--- src/hdl/ode_pkg.sv ---
package ode_pkg;

  localparam int SAMPLE_WIDTH = 16;
  localparam int COEFF_WIDTH  = 16;
  localparam int EXT_BITS     = 16;
  localparam int LEVEL_W      = SAMPLE_WIDTH + EXT_BITS;
  localparam int HP_W         = SAMPLE_WIDTH + 8;
  localparam int HP_SUM_W     = HP_W + 4;
  localparam int MUL_W        = LEVEL_W + 1;
  localparam int PROD_W       = 2 * MUL_W;
  localparam int SUM_W        = HP_W + LEVEL_W + 2;
  localparam int MIX_SHIFT    = SAMPLE_WIDTH - 1 + EXT_BITS;
  localparam int CFG_IDX_W    = 4;

  localparam logic [SAMPLE_WIDTH-1:0] UNITY = SAMPLE_WIDTH'(1 << (SAMPLE_WIDTH - 1));
  localparam logic signed [SAMPLE_WIDTH-1:0] HYST =
    SAMPLE_WIDTH'(((1 << SAMPLE_WIDTH) + 500) / 1000);
  localparam logic signed [HP_SUM_W-1:0] HP_MAX = HP_SUM_W'((64'sd1 <<< (HP_W - 1)) - 1);
  localparam logic signed [HP_SUM_W-1:0] HP_MIN = HP_SUM_W'(-(64'sd1 <<< (HP_W - 1)));
  localparam logic signed [SUM_W-1:0] MIX_HALF = SUM_W'(64'sd1 <<< (MIX_SHIFT - 1));
  localparam logic signed [SUM_W-1:0] OUT_MAX = SUM_W'((64'sd1 <<< (SAMPLE_WIDTH - 1)) - 1);
  localparam logic signed [SUM_W-1:0] OUT_MIN = SUM_W'(-(64'sd1 <<< (SAMPLE_WIDTH - 1)));

  localparam logic [SAMPLE_WIDTH-1:0] SUB_LEVEL_RST   = SAMPLE_WIDTH'(16384);
  localparam logic [SAMPLE_WIDTH-1:0] UPPER_LEVEL_RST = SAMPLE_WIDTH'(0);
  localparam logic [SAMPLE_WIDTH-1:0] DRY_LEVEL_RST   = SAMPLE_WIDTH'(22938);
  localparam logic [COEFF_WIDTH-1:0]  SMOOTH_RST      = COEFF_WIDTH'(136);
  localparam logic [COEFF_WIDTH-1:0]  ATTACK_RST      = COEFF_WIDTH'(679);
  localparam logic [COEFF_WIDTH-1:0]  RELEASE_RST     = COEFF_WIDTH'(68);
  localparam logic [COEFF_WIDTH-1:0]  HIGHPASS_RST    = COEFF_WIDTH'(65364);

  typedef enum logic [CFG_IDX_W-1:0] {
    REG_ENABLE      = 4'd0,
    REG_SUB_LEVEL   = 4'd1,
    REG_UPPER_LEVEL = 4'd2,
    REG_DRY_LEVEL   = 4'd3,
    REG_SMOOTH      = 4'd4,
    REG_ATTACK      = 4'd5,
    REG_RELEASE     = 4'd6,
    REG_HIGHPASS    = 4'd7
  } cfg_reg_t;

  typedef enum logic [2:0] {
    MUL_SUB   = 3'd0,
    MUL_UPPER = 3'd1,
    MUL_DRY   = 3'd2,
    MUL_ENV   = 3'd3,
    MUL_HP    = 3'd4,
    MUL_T1    = 3'd5,
    MUL_T2    = 3'd6,
    MUL_T3    = 3'd7
  } mul_op_t;

  typedef enum logic [3:0] {
    WB_NONE  = 4'd0,
    WB_SUB   = 4'd1,
    WB_UPPER = 4'd2,
    WB_DRY   = 4'd3,
    WB_ENV   = 4'd4,
    WB_HP    = 4'd5,
    WB_T1    = 4'd6,
    WB_T2    = 4'd7,
    WB_T3    = 4'd8
  } wb_op_t;

  typedef struct packed {
    logic    load;
    logic    upd_div;
    mul_op_t mul_op;
    wb_op_t  wb_op;
    logic    emit;
    logic    pass;
  } cmd_t;

  typedef struct packed {
    logic enable;
    logic out_free;
  } status_t;

endpackage

--- src/hdl/ode_ctrl.sv ---
module ode_ctrl (
  input  logic             clk,
  input  logic             rst,
  input  logic             s_tvalid,
  output logic             s_tready,
  input  ode_pkg::status_t status,
  output ode_pkg::cmd_t    cmd
);
  import ode_pkg::*;

  typedef enum logic [11:0] {
    ST_IDLE  = 12'b0000_0000_0001,
    ST_SUB   = 12'b0000_0000_0010,
    ST_UPPER = 12'b0000_0000_0100,
    ST_DRY   = 12'b0000_0000_1000,
    ST_ENV   = 12'b0000_0001_0000,
    ST_HP    = 12'b0000_0010_0000,
    ST_T1    = 12'b0000_0100_0000,
    ST_T2    = 12'b0000_1000_0000,
    ST_T3    = 12'b0001_0000_0000,
    ST_ACC   = 12'b0010_0000_0000,
    ST_EMIT  = 12'b0100_0000_0000,
    ST_PASS  = 12'b1000_0000_0000
  } state_t;

  state_t state, state_next;

  assign s_tready = (state == ST_IDLE);

  always_ff @(posedge clk) begin
    if (rst) begin
      state <= ST_IDLE;
    end else begin
      state <= state_next;
    end
  end

  always_comb begin
    state_next  = state;
    cmd.load    = 1'b0;
    cmd.upd_div = 1'b0;
    cmd.mul_op  = MUL_SUB;
    cmd.wb_op   = WB_NONE;
    cmd.emit    = 1'b0;
    cmd.pass    = 1'b0;
    unique case (state)
      ST_IDLE: begin
        if (s_tvalid) begin
          cmd.load   = 1'b1;
          state_next = status.enable ? ST_SUB : ST_PASS;
        end
      end
      ST_SUB: begin
        cmd.upd_div = 1'b1;
        cmd.mul_op  = MUL_SUB;
        state_next  = ST_UPPER;
      end
      ST_UPPER: begin
        cmd.mul_op = MUL_UPPER;
        cmd.wb_op  = WB_SUB;
        state_next = ST_DRY;
      end
      ST_DRY: begin
        cmd.mul_op = MUL_DRY;
        cmd.wb_op  = WB_UPPER;
        state_next = ST_ENV;
      end
      ST_ENV: begin
        cmd.mul_op = MUL_ENV;
        cmd.wb_op  = WB_DRY;
        state_next = ST_HP;
      end
      ST_HP: begin
        cmd.mul_op = MUL_HP;
        cmd.wb_op  = WB_ENV;
        state_next = ST_T1;
      end
      ST_T1: begin
        cmd.mul_op = MUL_T1;
        cmd.wb_op  = WB_HP;
        state_next = ST_T2;
      end
      ST_T2: begin
        cmd.mul_op = MUL_T2;
        cmd.wb_op  = WB_T1;
        state_next = ST_T3;
      end
      ST_T3: begin
        cmd.mul_op = MUL_T3;
        cmd.wb_op  = WB_T2;
        state_next = ST_ACC;
      end
      ST_ACC: begin
        cmd.wb_op  = WB_T3;
        state_next = ST_EMIT;
      end
      ST_EMIT: begin
        if (status.out_free) begin
          cmd.emit   = 1'b1;
          state_next = ST_IDLE;
        end
      end
      ST_PASS: begin
        cmd.pass = 1'b1;
        if (status.out_free) begin
          cmd.emit   = 1'b1;
          state_next = ST_IDLE;
        end
      end
      default: begin
        state_next = ST_IDLE;
      end
    endcase
  end

endmodule

--- config.mk ---
export PLATFORM = sky130hd
export DESIGN_NAME = ode_ctrl
export DESIGN_NICKNAME = d
export VERILOG_FILES = /design/src/hdl/ode_pkg.sv /design/src/hdl/ode_ctrl.sv
export SDC_FILE = /design/constraint.sdc
export NUM_CORES = 1
export LEC_CHECK = 0
export ABC_CLOCK_PERIOD_IN_PS = 2200
export BUFFER_PORTS_ARGS = -buffer_cell sky130_fd_sc_hd__buf_2
export CORE_UTILIZATION = 25
export DETAILED_ROUTE_END_ITERATION = 10
export GPL_ROUTABILITY_DRIVEN = 0
export GPL_TIMING_DRIVEN = 1
export SLEW_MARGIN = 20
export SYNTH_ARGS = -nofsm -noshare
export SYNTH_HDL_FRONTEND = slang
export SYNTH_SLANG_ARGS = --single-unit
--- constraint.sdc ---
create_clock -name clk -period 2.2 [get_ports clk]
set_input_delay 0.22 -clock clk [delete_from_list [all_inputs] [get_ports clk]]
set_output_delay 0.22 -clock clk [all_outputs]
set_load 0.01 [all_outputs]
**Word level (Yosys, flattened, before mapping)**

Index checks and enable logic that the tools add are counted.

- Muxes and demuxes: 12
- Equality and inequality tests: 14
- Reductions and logical operators: 2

Operators by type and width:

| cell | count |
|---|---|
| 12-bit case mux with 11 select lines | 1 |
| 12-bit 2-to-1 mux | 3 |
| 4-bit case mux with 8 select lines | 1 |
| 3-bit case mux with 7 select lines | 1 |
| 12-bit by 1-bit equality test with 1-bit output (second input constant) | 1 |
| 12-bit by 10-bit equality test with 1-bit output (second input constant) | 1 |
| 12-bit by 11-bit equality test with 1-bit output (second input constant) | 1 |
| 12-bit equality test (second input constant) | 1 |
| 12-bit by 2-bit equality test with 1-bit output (second input constant) | 1 |
| 12-bit by 3-bit equality test with 1-bit output (second input constant) | 1 |
| 12-bit by 4-bit equality test with 1-bit output (second input constant) | 1 |
| 12-bit by 5-bit equality test with 1-bit output (second input constant) | 1 |
| 12-bit by 6-bit equality test with 1-bit output (second input constant) | 1 |
| 12-bit by 7-bit equality test with 1-bit output (second input constant) | 1 |
| 12-bit by 8-bit equality test with 1-bit output (second input constant) | 1 |
| 12-bit by 9-bit equality test with 1-bit output (second input constant) | 1 |
| 1-bit 2-to-1 mux | 6 |
| 2-bit by 1-bit inequality test with 1-bit output (second input constant) | 1 |
| 2-bit inequality test (second input constant) | 1 |
| 2-bit AND reduction | 1 |
| 2-bit OR reduction | 1 |

- Register bits: 12
- Input bits: 5
- Word-level logic and storage cells: 29
- Output and inout bits: 12

**Longest topological paths before layout**

Gate-level depths: netlist of run 1.

- Word-level depth: 4
- Depth in mapped cells: 6

**Worst setup path after synthesis of run 1**

No wires, ideal clock.

- Path kind: reg2out
- From: reg state[5]
- To: out cmd[9] (netlist bit)
- Data required time: 1.980 ns
- Arrival time: 1.629 ns
- Cell stages (with the launch flop): 6
- Path slack: 0.351 ns
- Path buffers: 1
- Cell sequence: dfxtp_1 > buf_6 > or4_4 > nor3_4 > nand2b_1 > nor3b_1

RTL lines:

| element | RTL line | source |
|---|---|---|
| from (decl) | ode_ctrl.sv:26 | `state_t state, state_next;` |
| from (signal assigned) | ode_ctrl.sv:34 | `state <= state_next;` |
| to (decl) | ode_ctrl.sv:7 | `output ode_pkg::cmd_t cmd` |

==> flow_summary.rst, run 1 <==
.. list-table::
   :header-rows: 1

   * - Metric
     - Value
   * - Outcome
     - finished clean
   * - Final core utilization
     - 0.328
   * - Fraction of synthesized cell area taken by the top area cell type
     - 0.298
   * - Sequential area share after synthesis
     - 0.298
   * - Critical path fanouts, max
     - 9
   * - Final Slew Violations
     - 0
   * - Top cell types by occurrence after synthesis
     - nor2_1 (14), dfxtp_1 (12), nand3_1 (10), nand4_1 (6)
   * - Largest incremental delay on the critical path
     - roughly 0.56 ns
   * - Synthesized flop and latch total
     - 12
   * - Worst-margin pin slew
     - 0.322 ns
   * - Final hold slack
     - 0.174 ns
   * - Number of cells traversed by the worst hold path
     - 2
   * - Bufs on Longest Clock Path
     - 2
   * - Synth top area cells
     - dfxtp_1 (30%), nor2_1 (6.5%), nand3_1 (6.2%)
   * - Slew HR
     - 0.785
   * - Launching element type of the critical path
     - flip-flop
   * - Mean number of vias per cell
     - 4.85
   * - Mean instance size in the synthesized netlist
     - 8.22 µm²
   * - Share of the synthesized netlist area taken by xor and xnor gates
     - 0.0543
   * - Max_cap viols
     - 0
   * - Capturing element type of the critical path
     - primary output
   * - Count of endpoints failing setup in the final report
     - 0
   * - Tmin final
     - around 2.1 ns
   * - Leakage power total
     - 0.000429 µW
   * - Post-detailed-placement half-perimeter wirelength
     - 1390 µm
   * - Leading cell type by number of instances after synthesis
     - nor2_1
   * - Total Nets Final
     - approximately 120
   * - Layout area overhead
     - 24.2%
   * - Predominant post-synthesis flop cell
     - dfxtp_1
   * - Vias in the first global route
     - 686
   * - Detailed-route DRC error count
     - 0
   * - Number of I/O pins
     - 17
   * - Cell type with the largest total area after synthesis
     - dfxtp_1
   * - Layout cells sized above 1
     - 0.325
   * - Clock transition time at the flip-flop clock pins of the worst setup and hold paths
     - 0.08 ns
   * - Critical-path cell with the highest stage delay
     - or4_4
   * - Reg2reg end
     - state[0]
   * - Row cnt
     - 20
   * - Synthesized area
     - 806 µm²
   * - Net count after synthesis
     - 103
   * - Number of synthesized flops with an enable pin
     - 0
   * - Reg2reg start
     - state[5]
   * - Pin count of the biggest net entering global routing
     - 12
   * - Crit path launch
     - state[5]
   * - Synth unique cells
     - 34
   * - Antenna diode count
     - 0
   * - WS Path Type
     - flip-flop to primary output
   * - Gate count after technology mapping
     - 98
   * - Arrival @ worst endpoint
     - around 1.9 ns
   * - Endpoints failing hold
     - 0
   * - Combined global-route utilization of all metal layers
     - 0.118
   * - Wire length of the first global-routing pass
     - 3090 µm
   * - DIE WIDTH
     - about 59 µm
   * - Buffer type at the clock tree root
     - clkbuf_4
   * - Mux cell area share after synthesis
     - 0
   * - Area share of fa/ha/maj cells after synthesis
     - 0
   * - Setup slack, reg-to-reg
     - 0.42 ns
   * - Initial antenna violation count
     - 0
   * - Die span in y
     - 58.8 µm
   * - DIE AREA
     - 3450 µm²
   * - Total number of vias
     - 781
   * - Core Region
     - 3050 µm²
   * - Required time reported for the critical path endpoint
     - 1.98 ns
   * - Compound-Gate Fraction of Synth Area
     - 0.0575
   * - Total wire length after detailed routing
     - about 1900 µm
   * - Final Non-Filler Cells
     - 161
   * - Simple-gate portion of the synthesized area
     - 0.536
   * - Biggest registers after layout
     - state (12)
   * - R2r worst-path depth
     - 5
   * - Power consumption
     - a little under 500 µW
   * - Class of the tightest hold or removal check
     - primary input to flip-flop
   * - Clock network latency to the later pin of the worst-skew pair
     - 0.28 ns
   * - Number of DRC violations after detailed-routing iteration 0
     - 27
   * - Upper clock frequency limit
     - between 400 and 500 MHz
   * - Pwr/cell area
     - 492 nW/µm²
   * - Yosys warns
     - 0
   * - Average wire per standard cell
     - 11.9 µm
   * - H-tree depth reported by CTS
     - 1
   * - Number of buffers inserted during clock tree synthesis
     - 3
   * - Worst clock skew on the final layout
     - 0.00839 ns
   * - Initial core utilization
     - 0.264
   * - Worst hold path endpoint
     - state[10]
   * - Pre-Repair DR Iteration Count
     - 4
   * - Count of fill cells added during filler insertion
     - 352
   * - Largest register by flop count
     - state
   * - Placed insts
     - 154
   * - TritonCTS clock tree
     - built
   * - Total number of clock tree sinks
     - 12
   * - Port Buffer Count
     - 16
   * - Startpoint of the worst hold path
     - rst
   * - Async set-reset flop share out of synthesis
     - 0
   * - Remaining number of nets flagged by the antenna check after routing
     - 0
   * - Max rail drop VDD
     - 0.245 mV
   * - Number of flip-flops in the largest register
     - 12
   * - Critical path, cell by cell
     - or4_4 -> nor3_4 -> nand2b_1 -> nor3b_1 -> buf_2
   * - Period Utilization, post-route
     - 0.970
   * - Main combinational cell family by area after synthesis
     - simple AND/OR/NAND/NOR gates
   * - Grt total ovfl
     - 0
[what timing repair did]
| item | CTS | global route |
|---|---|---|
| buffers inserted | 1 | 2 |
| setup endpoints to repair | 2 | 5 |
| pin swaps | 1 | 1 |
| hold buffers | 0 | 0 |
| gates cloned | 0 | 0 |
| endpoints found under the hold margin | 0 | 0 |
| resized for setup | 1 | 5 |
[how the worst max path moves through the flow]
stage / slack [ns] / end
after floorplan: 0.35 / cmd[9]
after global placement: 0.35 / cmd[9]
after detailed placement: 0.30 / cmd[9]
after CTS: 0.008 / cmd[9]
after global routing: -0.007 / cmd[9]
final: 0.07 / cmd[9]
[cell families (layout without fill, tap and decap cells)]
logic type / after synthesis / count (layout)
compound gates: 7 / 7
simple gates: 65 / 65
xor+xnor: 5 / 5
flops: 12 / 12
buf+inv: 9 / 28
[layout make-up]
class	instances	area (µm²)	share of cell area
Timing Repair Buffer	22	125	0.125
Clock buffer	4	36.3	0.0363
Inverter	2	7.51	0.00750
Tap cell	44	55.1	0.0550
Sequential cell	12	246	0.246
Multi-Input combinational cell	77	531	0.530
[cells in the final DEF (no fill, tap or decap), types with 2 or more instances in the layout]
cell type / count
buf_2: 16
nor2_1: 13
nand3_1: 10
dfxtp_1: 9
nand4_1: 6
buf_4: 6
nor3b_1: 4
nor3_1: 4
nor4b_1: 3
xor2_1: 3
nand2_1: 3
nand4b_1: 3
clkbuf_4: 3
or4_4: 2
nor4_1: 2
nor2b_1: 2
and2_1: 2
xnor2_1: 2
o21ai_0: 2
inv_1: 2
nor4_4: 2
dfxtp_2: 2
[routing by layer]
metal / GRT usage / vias to the layer above / share of wire
li1: - / 397 / -
met1: 0.149 / 359 / 0.48
met2: 0.192 / 23 / 0.45
met3: 0.0484 / 2 / 0.065
met4: 0.0204 / 0 / 0.0047
met5: 0 / - / 0
[report_power, final]
group	total [µW]	switching [µW]	internal (µW)
Clock	181	80.3	101
Combinational	79.9	41.8	38.2
Sequential	232	11.2	221
[per-stage QoR]
stage	setup slack, ns	TNS, ns	area [µm²]
2_1_floorplan	0.351	0	806
3_3_place_gp	0.353	0	927
3_5_place_dp	0.303	0	927
4_1_cts	0.00763	0	973
5_1_grt	-0.00728	-0.00728	1000
6_report	0.0668	0	1000
[worst max-delay path: cells and delay by family, from the launching register on]
| family | cells | cell delay (ns) |
|---|---|---|
| and+or+nand+nor | 4 | 1.08 |
| DFF | 1 | 0.39 |
| buffers and inverters | 1 | 0.16 |
Power figures use the tool's default switching activity.
==> inputs of run 2 (changes only) <==
--- a/config.mk
+++ b/config.mk
@@ -7,6 +7,7 @@
 export LEC_CHECK = 0
 export ABC_CLOCK_PERIOD_IN_PS = 2200
 export BUFFER_PORTS_ARGS = -buffer_cell sky130_fd_sc_hd__buf_2
+export CORE_ASPECT_RATIO = 0.8
 export CORE_UTILIZATION = 25
 export DETAILED_ROUTE_END_ITERATION = 10
 export GPL_ROUTABILITY_DRIVEN = 0
==> run 2 against run 1 <==
Against the previous run:
- routed wire length is 5.3% higher
- worst hold slack better by 0.040 ns
- worst setup slack better by 0.012 ns
- largest cell class unchanged
- sequential share of layout area is 0.47 points lower
- sequential power hardly changed
- critical path depth stayed put
- first-iteration DRC count is 22% higher
- flip-flop and latch count stayed put
- utilization is 0.55 points lower
==> flow_summary.rst, run 2 (synthesized netlist as in run 1, its figures left out) <==
.. list-table::
   :header-rows: 1

   * - Metric
     - Value
   * - Critical path fanouts, max
     - 7
   * - Met1 track demand over resource
     - 0.149
   * - Critical path, cell by cell
     - or4_4 -> nor3_4 -> nand2b_1 -> nor3b_1 -> buf_2
   * - RSZ-0062 raised after global routing
     - false
   * - Number of DRC violations after detailed-routing iteration 0
     - 33
   * - Total Nets Final
     - 122
   * - Initial core utilization
     - 0.261
   * - Row cnt
     - 18
   * - Capturing element type of the critical path
     - primary output
   * - Clock transition time at the flip-flop clock pins of the worst setup and hold paths
     - roughly 0.05 ns
   * - R2r worst-path depth
     - 5
   * - Met2 layer usage reported by global route
     - 0.203
   * - Family of cells with the greatest summed delay on the critical path
     - simple AND/OR/NAND/NOR gates
   * - Count of fill cells added during filler insertion
     - roughly 330
   * - Arrival @ worst endpoint
     - 1.90 ns
   * - Pwr/cell area
     - 554 nW/µm²
   * - Area occupied by registers
     - ~240 µm²
   * - Largest register by flop count
     - state
   * - Number of buffer and inverter instances along the worst setup path
     - 1
   * - Count of endpoints failing setup in the final report
     - 0
   * - Combined global-route utilization of all metal layers
     - 0.121
   * - Final core utilization
     - 0.322
   * - Worst-margin pin slew
     - approximately 0.34 ns
   * - Most Crowded Layer GR
     - met2
   * - Pre-Repair DR Iteration Count
     - 4
   * - Combined area of the multi-input logic cells
     - between 500 and 600 µm²
   * - Met3 layer usage reported by global route
     - 0.0326
   * - Reg2reg end
     - state[0]
   * - Clock network latency to the later pin of the worst-skew pair
     - between 0.2 and 0.25 ns
   * - Upper clock frequency limit
     - 471 MHz
   * - Grt total ovfl
     - 0
   * - TritonCTS clock tree
     - built
   * - Leading cell types in the layout, fill and taps excluded
     - buf_2 (16), nor2_1 (13), dfxtp_1 (12), nand3_1 (10), nand4_1 (6)
   * - Total number of clock tree sinks
     - 12
   * - Tmin final
     - 2.12 ns
   * - Reg2reg start
     - state[4]
   * - Launching element type of the critical path
     - flip-flop
   * - Port Buffer Count
     - 16
   * - Number of cells traversed by the worst hold path
     - 2
   * - H-tree depth reported by CTS
     - 1
   * - Required time reported for the critical path endpoint
     - 1.98 ns
   * - Antenna diode count
     - 0
   * - Largest incremental delay on the critical path
     - ~0.60 ns
   * - Leading cell type in the layout, fill and taps excluded
     - buf_2
   * - Number of I/O pins
     - 17
   * - Bufs on Longest Clock Path
     - 2
   * - Detailed-route DRC error count
     - 0
   * - Max_cap viols
     - 0
   * - Max rail drop VDD
     - 0.269 mV
   * - Worst clock skew on the final layout
     - ~0.0048 ns
   * - Biggest registers after layout
     - state (12)
   * - Number of flip-flops in the largest register
     - 12
   * - Average wire per standard cell
     - 13.0 µm
   * - Period Utilization, post-route
     - 0.964
   * - Die span in y
     - 52.8 µm
   * - Layout cells sized above 1
     - 0.284
   * - Leakage power total
     - 0.000428 µW
   * - Power consumption
     - roughly 550 µW
   * - WS Path Type
     - flip-flop to primary output
   * - DIE WIDTH
     - 65.5 µm
   * - Wire length of the first global-routing pass
     - about 3000 µm
   * - Startpoint of the worst hold path
     - rst
   * - Total number of vias
     - approximately 800
   * - Core Region
     - 3090 µm²
   * - Pin count of the biggest net entering global routing
     - 12
   * - Class of the tightest hold or removal check
     - primary input to flip-flop
   * - Setup slack, reg-to-reg
     - 0.40 ns
   * - Endpoints failing hold
     - 0
   * - Initial antenna violation count
     - 0
   * - Final Slew Violations
     - 0
   * - Buffer type at the clock tree root
     - clkbuf_8
   * - Critical-path cell with the highest stage delay
     - or4_4
   * - Number of buffers inserted during clock tree synthesis
     - 3
   * - Mean number of vias per cell
     - 5.01
   * - Vias in the first global route
     - between 600 and 700
   * - Outcome
     - finished clean
   * - Sum Neg Setup Slack
     - 0 ns
   * - DIE AREA
     - 3460 µm²
   * - Worst hold path endpoint
     - state[10]
   * - Layout area overhead
     - 23.4%
   * - Post-detailed-placement half-perimeter wirelength
     - 1510 µm
   * - Remaining number of nets flagged by the antenna check after routing
     - 0
   * - Slew HR
     - 0.770
   * - Total wire length after detailed routing
     - just over 2000 µm
==> run 2: layout make-up <==
class / count / share of cell area
clock buffers: 4 / 0.0553
flip-flops and latches: 12 / 0.242
inverters: 2 / 0.00755
repair buffers: 21 / 0.118
well taps: 40 / 0.0503
multi-input cells: 77 / 0.527
==> run 2: worst max-delay path by stage <==
stage               slack [ns]  endpoint  cells past startpoint      from
floorplan                 0.35    cmd[9]                      5  state[5]
global placement          0.34    cmd[9]                      5  state[4]
detailed placement        0.31    cmd[9]                      5  state[4]
CTS                       0.04    cmd[9]                      5  state[4]
global route             0.007    cmd[9]                      5  state[4]
finish                    0.08    cmd[9]                      5  state[4]
==> run 2: per-stage QoR <==
stage	setup slack (ns)	cells	instance area [µm²]	hold WS (ns)
floorplan	0.351	98	806	0.289
global placement	0.341	150	922	0.457
detailed placement	0.313	150	922	0.464
CTS	0.0419	154	977	0.207
global route	0.00727	156	995	0.231
finish	0.0790	156	995	0.214
==> run 2: report_power, final <==
part	internal, µW	leakage, µW	switching [µW]
combinational	36.6	0.000302	43.2
sequential	222	0.0000971	10.9
clock	158	0.0000288	79.7
==> run 2: layer usage <==
metal | part of all wire | wire, µm
met1 | 0.49 | 983
met2 | 0.47 | 957
met3 | 0.032 | 64
met4 | 0.0094 | 19
met5 | 0 | 0
==> run 2: repair_timing <==
item	in CTS	in global routing
hold buffers	0	0
setup buffers	0	2
setup endpoints to repair	0	3
gates resized for setup	0	1
